**config.mk**
```make
export PLATFORM = sky130hd
export DESIGN_NAME = acg_ram
export DESIGN_NICKNAME = d
export VERILOG_FILES = /design/src/design/assert_macros.svh /design/src/design/acg_ram.sv
export SDC_FILE = /design/constraint.sdc
export NUM_CORES = 2
export LEC_CHECK = 0
export BUFFER_PORTS_ARGS = -buffer_cell sky130_fd_sc_hd__clkbuf_2
export CAP_MARGIN = 15
export CORE_ASPECT_RATIO = 1.75
export CORE_MARGIN = 2
export CORE_UTILIZATION = 42
export CTS_CLUSTER_DIAMETER = 40
export DETAILED_ROUTE_END_ITERATION = 10
export MAX_ROUTING_LAYER = met4
export SYNTH_ARGS = -nofsm -noshare
export SYNTH_HDL_FRONTEND = slang
export SYNTH_SLANG_ARGS = --single-unit
```
**constraint.sdc**
```tcl
create_clock -name clk_i -period 6.2 [get_ports clk_i]
set_input_delay 0.62 -clock clk_i [delete_from_list [all_inputs] [get_ports clk_i]]
set_output_delay 0.62 -clock clk_i [all_outputs]
set_load 0.1 [all_outputs]
```
**src/design/assert_macros.svh**
```systemverilog
// ----------------------------------------------------------------------------
// assert_macros.svh
// Concurrent assertion shorthands used by aabb_contact_generator.
// ----------------------------------------------------------------------------
`ifndef ASSERT_MACROS_SVH
`define ASSERT_MACROS_SVH

// prop must hold at every clock edge outside reset
`define ASSERT_HOLDS(label, prop, msg) \
  label: assert property (@(posedge clk_i) disable iff (!rst_ni) (prop)) else $error(msg);

// prop must never hold at a clock edge outside reset
`define ASSERT_NEVER(label, prop, msg) \
  label: assert property (@(posedge clk_i) disable iff (!rst_ni) !(prop)) else $error(msg);

`endif

```
**src/design/acg_ram.sv**
```systemverilog
// ----------------------------------------------------------------------------
// acg_ram
// Generic single-write, single-read RAM with registered read data.
// ----------------------------------------------------------------------------
module acg_ram #(
  parameter int WIDTH = 8,
  parameter int DEPTH = 256
) (
  input  logic                                      clk_i,
  input  logic                                      we_i,
  input  logic [((DEPTH > 1) ? $clog2(DEPTH) : 1)-1:0] waddr_i,
  input  logic [WIDTH-1:0]                          wdata_i,
  input  logic                                      re_i,
  input  logic [((DEPTH > 1) ? $clog2(DEPTH) : 1)-1:0] raddr_i,
  output logic [WIDTH-1:0]                          rdata_o
);

  logic [WIDTH-1:0] mem_q [DEPTH];
  logic [WIDTH-1:0] rdata_q;

  // write port and registered read port
  always_ff @(posedge clk_i) begin
    if (we_i) begin
      mem_q[waddr_i] <= wdata_i;
    end
    if (re_i) begin
      rdata_q <= mem_q[raddr_i];
    end
  end

  assign rdata_o = rdata_q;

endmodule

```
# ---- Yosys cells after proc, flatten, opt, wreduce, memory -nomap -nowiden
# Memories as Yosys holds them, arrays and structs flattened. A register that Yosys moved wholly into a read port is not among the register bits.
# Index checks and enable logic that the tools add are counted.
# W data, S select, Z words.
dict set report word_totals {
  wordCells 3
  memories 1
  out_inout_bits 8
  ff_bits 0
  input_bits 27
  latchBits 0
  romBits 0
  ram_bits 2048
}
dict set report classes {
  magnitude_cmp 0
  shift 0
  eq_ne 0
  add_sub_neg 0
  bitwise 0
  n_reduce_logical 0
  n_div 0
  n_mux 2
  multipliers 0
}
# name depth word_bits rd rd_clocked_by_memory_dff wr line_no
set memory_table {}
lappend memory_table {mem_q 256 8 1 1 1 acg_ram.sv:18} ;# logic [WIDTH-1:0] mem_q [DEPTH];
# operator count
set ops {}
lappend ops {{$mux W1} 2}

# ---- Depth between registers and ports, before layout
dict set report logic_depth {
  depth_word 2
  depth_mapped 11
  ltp_nobuf 6
}

# ---- Least setup slack after synthesis
# No wires, ideal clock.
dict set report synth_path {
  path_kind {input-to-reg}
  start {in raddr_i[0] (netlist bit)}
  end {reg rdata_q[2] (netlist: rdata_o[2]) (read register of mem_q) (data pin)}
  path_slack_ns 3.504
  arrival_ns 2.427
  setup_time_ns 0.269
  required_ns 5.931
  path_stages 9
  n_path_buf 4
  path_cell_list {buf_6 > buf_12 > buf_8 > buf_2 > mux4_2 > a22oi_1 > a21oi_1 > nor4_1 > nor4_2}
}
# item line_no
set synth_rtl {}
lappend synth_rtl {{from (decl)} acg_ram.sv:14} ;# input logic [((DEPTH > 1) ? $clog2(DEPTH) : 1)-1:0] raddr_i,
lappend synth_rtl {{to (decl)} acg_ram.sv:19} ;# logic [WIDTH-1:0] rdata_q;

==> impl_metrics.json <==
{
  "status": "finished, violations left",
  "violations": "slew limit",
  "via_per_inst": 5.916,
  "syn_nets": 3760,
  "rows": 211,
  "finalHoldViolations": 0,
  "r2r-start": "mem_q[83][6]",
  "worstSkewPairLatency_ps": 820,
  "drive_above_1_share_pct": 21.76,
  "ys_warn_count": 0,
  "clkSlewWorstSetupHoldPaths_ps": 60,
  "core_area_mm2": 0.1885,
  "crit_slowest_cell": "nor4_1",
  "numCtsBuffers": 183,
  "routed_wl_mm": 208.6,
  "path_max_fanout": 87,
  "firstDrtPassIters": 6,
  "min_period_over_period_pct": 56.16,
  "clock_path_buffers": 4,
  "grt_usage_pct": 22.16,
  "critPathKind": "in -> reg",
  "skew_ps": 46.14,
  "grt_setup_unrepaired": "no",
  "critPathArrivalTime_ps": 4000,
  "pwr_density_cell_mw_per_mm2": 316.8,
  "r2r_setup_slack_ps": 3190,
  "antenna_found_initial": 16,
  "total_power_mw": 27.98,
  "max-cap-violations": 0,
  "max_clock_freq_mhz": 287.2,
  "critPathCaptureType": "register",
  "ys.flop_type": "edfxtp_1",
  "htreeDepth": 4,
  "synth_area_leaders": "edfxtp_1 (78%), mux4_2 (13%), mux2i_1 (1.7%)",
  "power_leakage_nw": 26.80,
  "grt-busiest-layer": "met2",
  "drtAntennaViolNets": 0,
  "gp_congestion": 0.8815,
  "synth.top_cell.area_share_pct": 77.53,
  "rr_worst_depth": 6,
  "slew_headroom_pct": -23.00,
  "synth_edf_count": 2056,
  "hold_ws_ps": 251.0,
  "ioPinCount": 35,
  "gr-usage-met1_pct": 24.03,
  "cp.required_ps": 6720,
  "cp_num_buf_inv": 2,
  "fin_area_mm2": 0.08831,
  "crit_path_start_kind": "input pin",
  "cts_hold_buffers": 0,
  "tightestPinTransition_ps": 1845,
  "yosysMostFrequentCell": "edfxtp_1",
  "grt_pass1_wl_mm": 294.6,
  "grtUsageMet2_pct": 39.24,
  "min_path_cells": 1,
  "die_w_um": 333.2,
  "synth_cell_types": 54,
  "initial_utilization_pct": 42.25,
  "setup_viol": 0,
  "met3_usage_pct": 3.042,
  "yosys.area.top_type": "edfxtp_1",
  "synth_common_cells": "edfxtp_1 (2056), mux4_2 (454), nor2_1 (282)",
  "dpl.hpwl_mm": 133.5,
  "slew_viol_final": 104,
  "ys_ff_latch": 2056,
  "grt_max_degree": 201,
  "min_period_ps": 3482,
  "cts_tree": "done",
  "syn_avg_cell_area_um2": 21.33,
  "first_global_vias": 39160,
  "drc": 0,
  "synthesis.instances": 3733,
  "ir_worst_vdd_mv": 0.2044,
  "dieArea_mm2": 0.1932,
  "areaGrowthSynthToFinish_pct": 10.90,
  "critPathMaxStageDelay_ps": 1070,
  "first_iter_violations": 3943,
  "timing.rr.end": "rdata_o[6]",
  "hp-class": "in -> reg",
  "dr_total_vias": 37890,
  "port_buffers": 34,
  "ys_seq_area_share_pct": 77.53,
  "setup-tns-final_ps": 0,
  "hold_end": "mem_q[124][3]",
  "clockRootBuffer": "clkbuf_16",
  "cts_resized": 0,
  "synth_area_mm2": 0.07964,
  "place_area_mm2": 0.08253,
  "worstPathCellList": "buf_8 > buf_12 > mux2i_1 > o22ai_1 > o21ai_0 > nand3_1 > nor4_1 > nor4_2",
  "fp.dieH_um": 580.0,
  "cts_sinks": 2056,
  "cts_setup_buffers": 0,
  "wl_per_cell_um": 32.57,
  "worstHoldStart": "wdata_i[3]",
  "path_delay_family": "simple AND/OR/NAND/NOR gates",
  "grt_overflow": 0,
  "ys_async_sr_fraction_pct": 0,
  "nNetsFinal": 3839
}
flip-flops by register name (all words and copies together) (netlist names):
signal / count
mem_q: 2048
rdata_o: 8
cells by family after synthesis:
logic type | share of synthesized area, %
DFF | 77.53
muxes | 14.60
buffers and inverters | 1.829
AOI/OAI and AO/OA | 3.416
and+or+nand+nor | 2.625
worst max-delay path by stage:
stage	from	endpoint	slack (ps)	cells after the start
3_5_place_dp	raddr_i[0]	rdata_o[0]	1880	9
4_1_cts	raddr_i[0]	rdata_o[0]	2730	9
2_1_floorplan	raddr_i[0]	rdata_o[2]	3500	9
3_3_place_gp	raddr_i[1]	rdata_o[4]	1700	8
5_1_grt	raddr_i[0]	rdata_o[0]	2640	8
6_report	raddr_i[0]	rdata_o[0]	2720	8
power breakdown:
part | switching (mW) | total [mW] | internal [mW]
logic | 0.979 | 1.44 | 0.457
clock network | 5.00 | 11.2 | 6.20
registers | 0.0215 | 15.3 | 15.3
placed cells by master, fill, tap and decap left out, types with 31 or more instances in the layout:
| cell type | count |
|---|---|
| nor2_1 | 279 |
| mux4_2 | 454 |
| clkinv_1 | 41 |
| a22oi_1 | 133 |
| o221ai_1 | 46 |
| edfxtp_1 | 2056 |
| buf_4 | 75 |
| nand3_1 | 31 |
| mux2i_1 | 134 |
| clkbuf_16 | 184 |
| nand2_1 | 33 |
| a21oi_1 | 96 |
metrics by stage:
step | setup slack, ps | utilization, % | instances
after floorplan | 3504 | - | 3733
after global placement | 1698 | 43.78 | 6074
after detailed placement | 1880 | 43.78 | 6074
after CTS | 2731 | 46.82 | 6390
after global routing | 2642 | 46.85 | 6403
final | 2718 | 46.85 | 6405
routing by layer:
metal | vias up | share of wire [%]
li1 | 15810 | -
met1 | 20350 | 34
met2 | 1309 | 54
met3 | 426 | 5.6
met4 | 0 | 6.2
met5 | - | 0
cell type report:
type	instances	area, um^2
diodes	13	32.53
clock buffers	210	4702
clock inverters	106	1032
fillers	15580	100200
inverters	2	7.507
multi-input cells	1442	16520
flip-flops and latches	2056	61740
well taps	2449	3064
repair buffers	127	1214
Note: power is estimated with default switching activity, not from simulation.
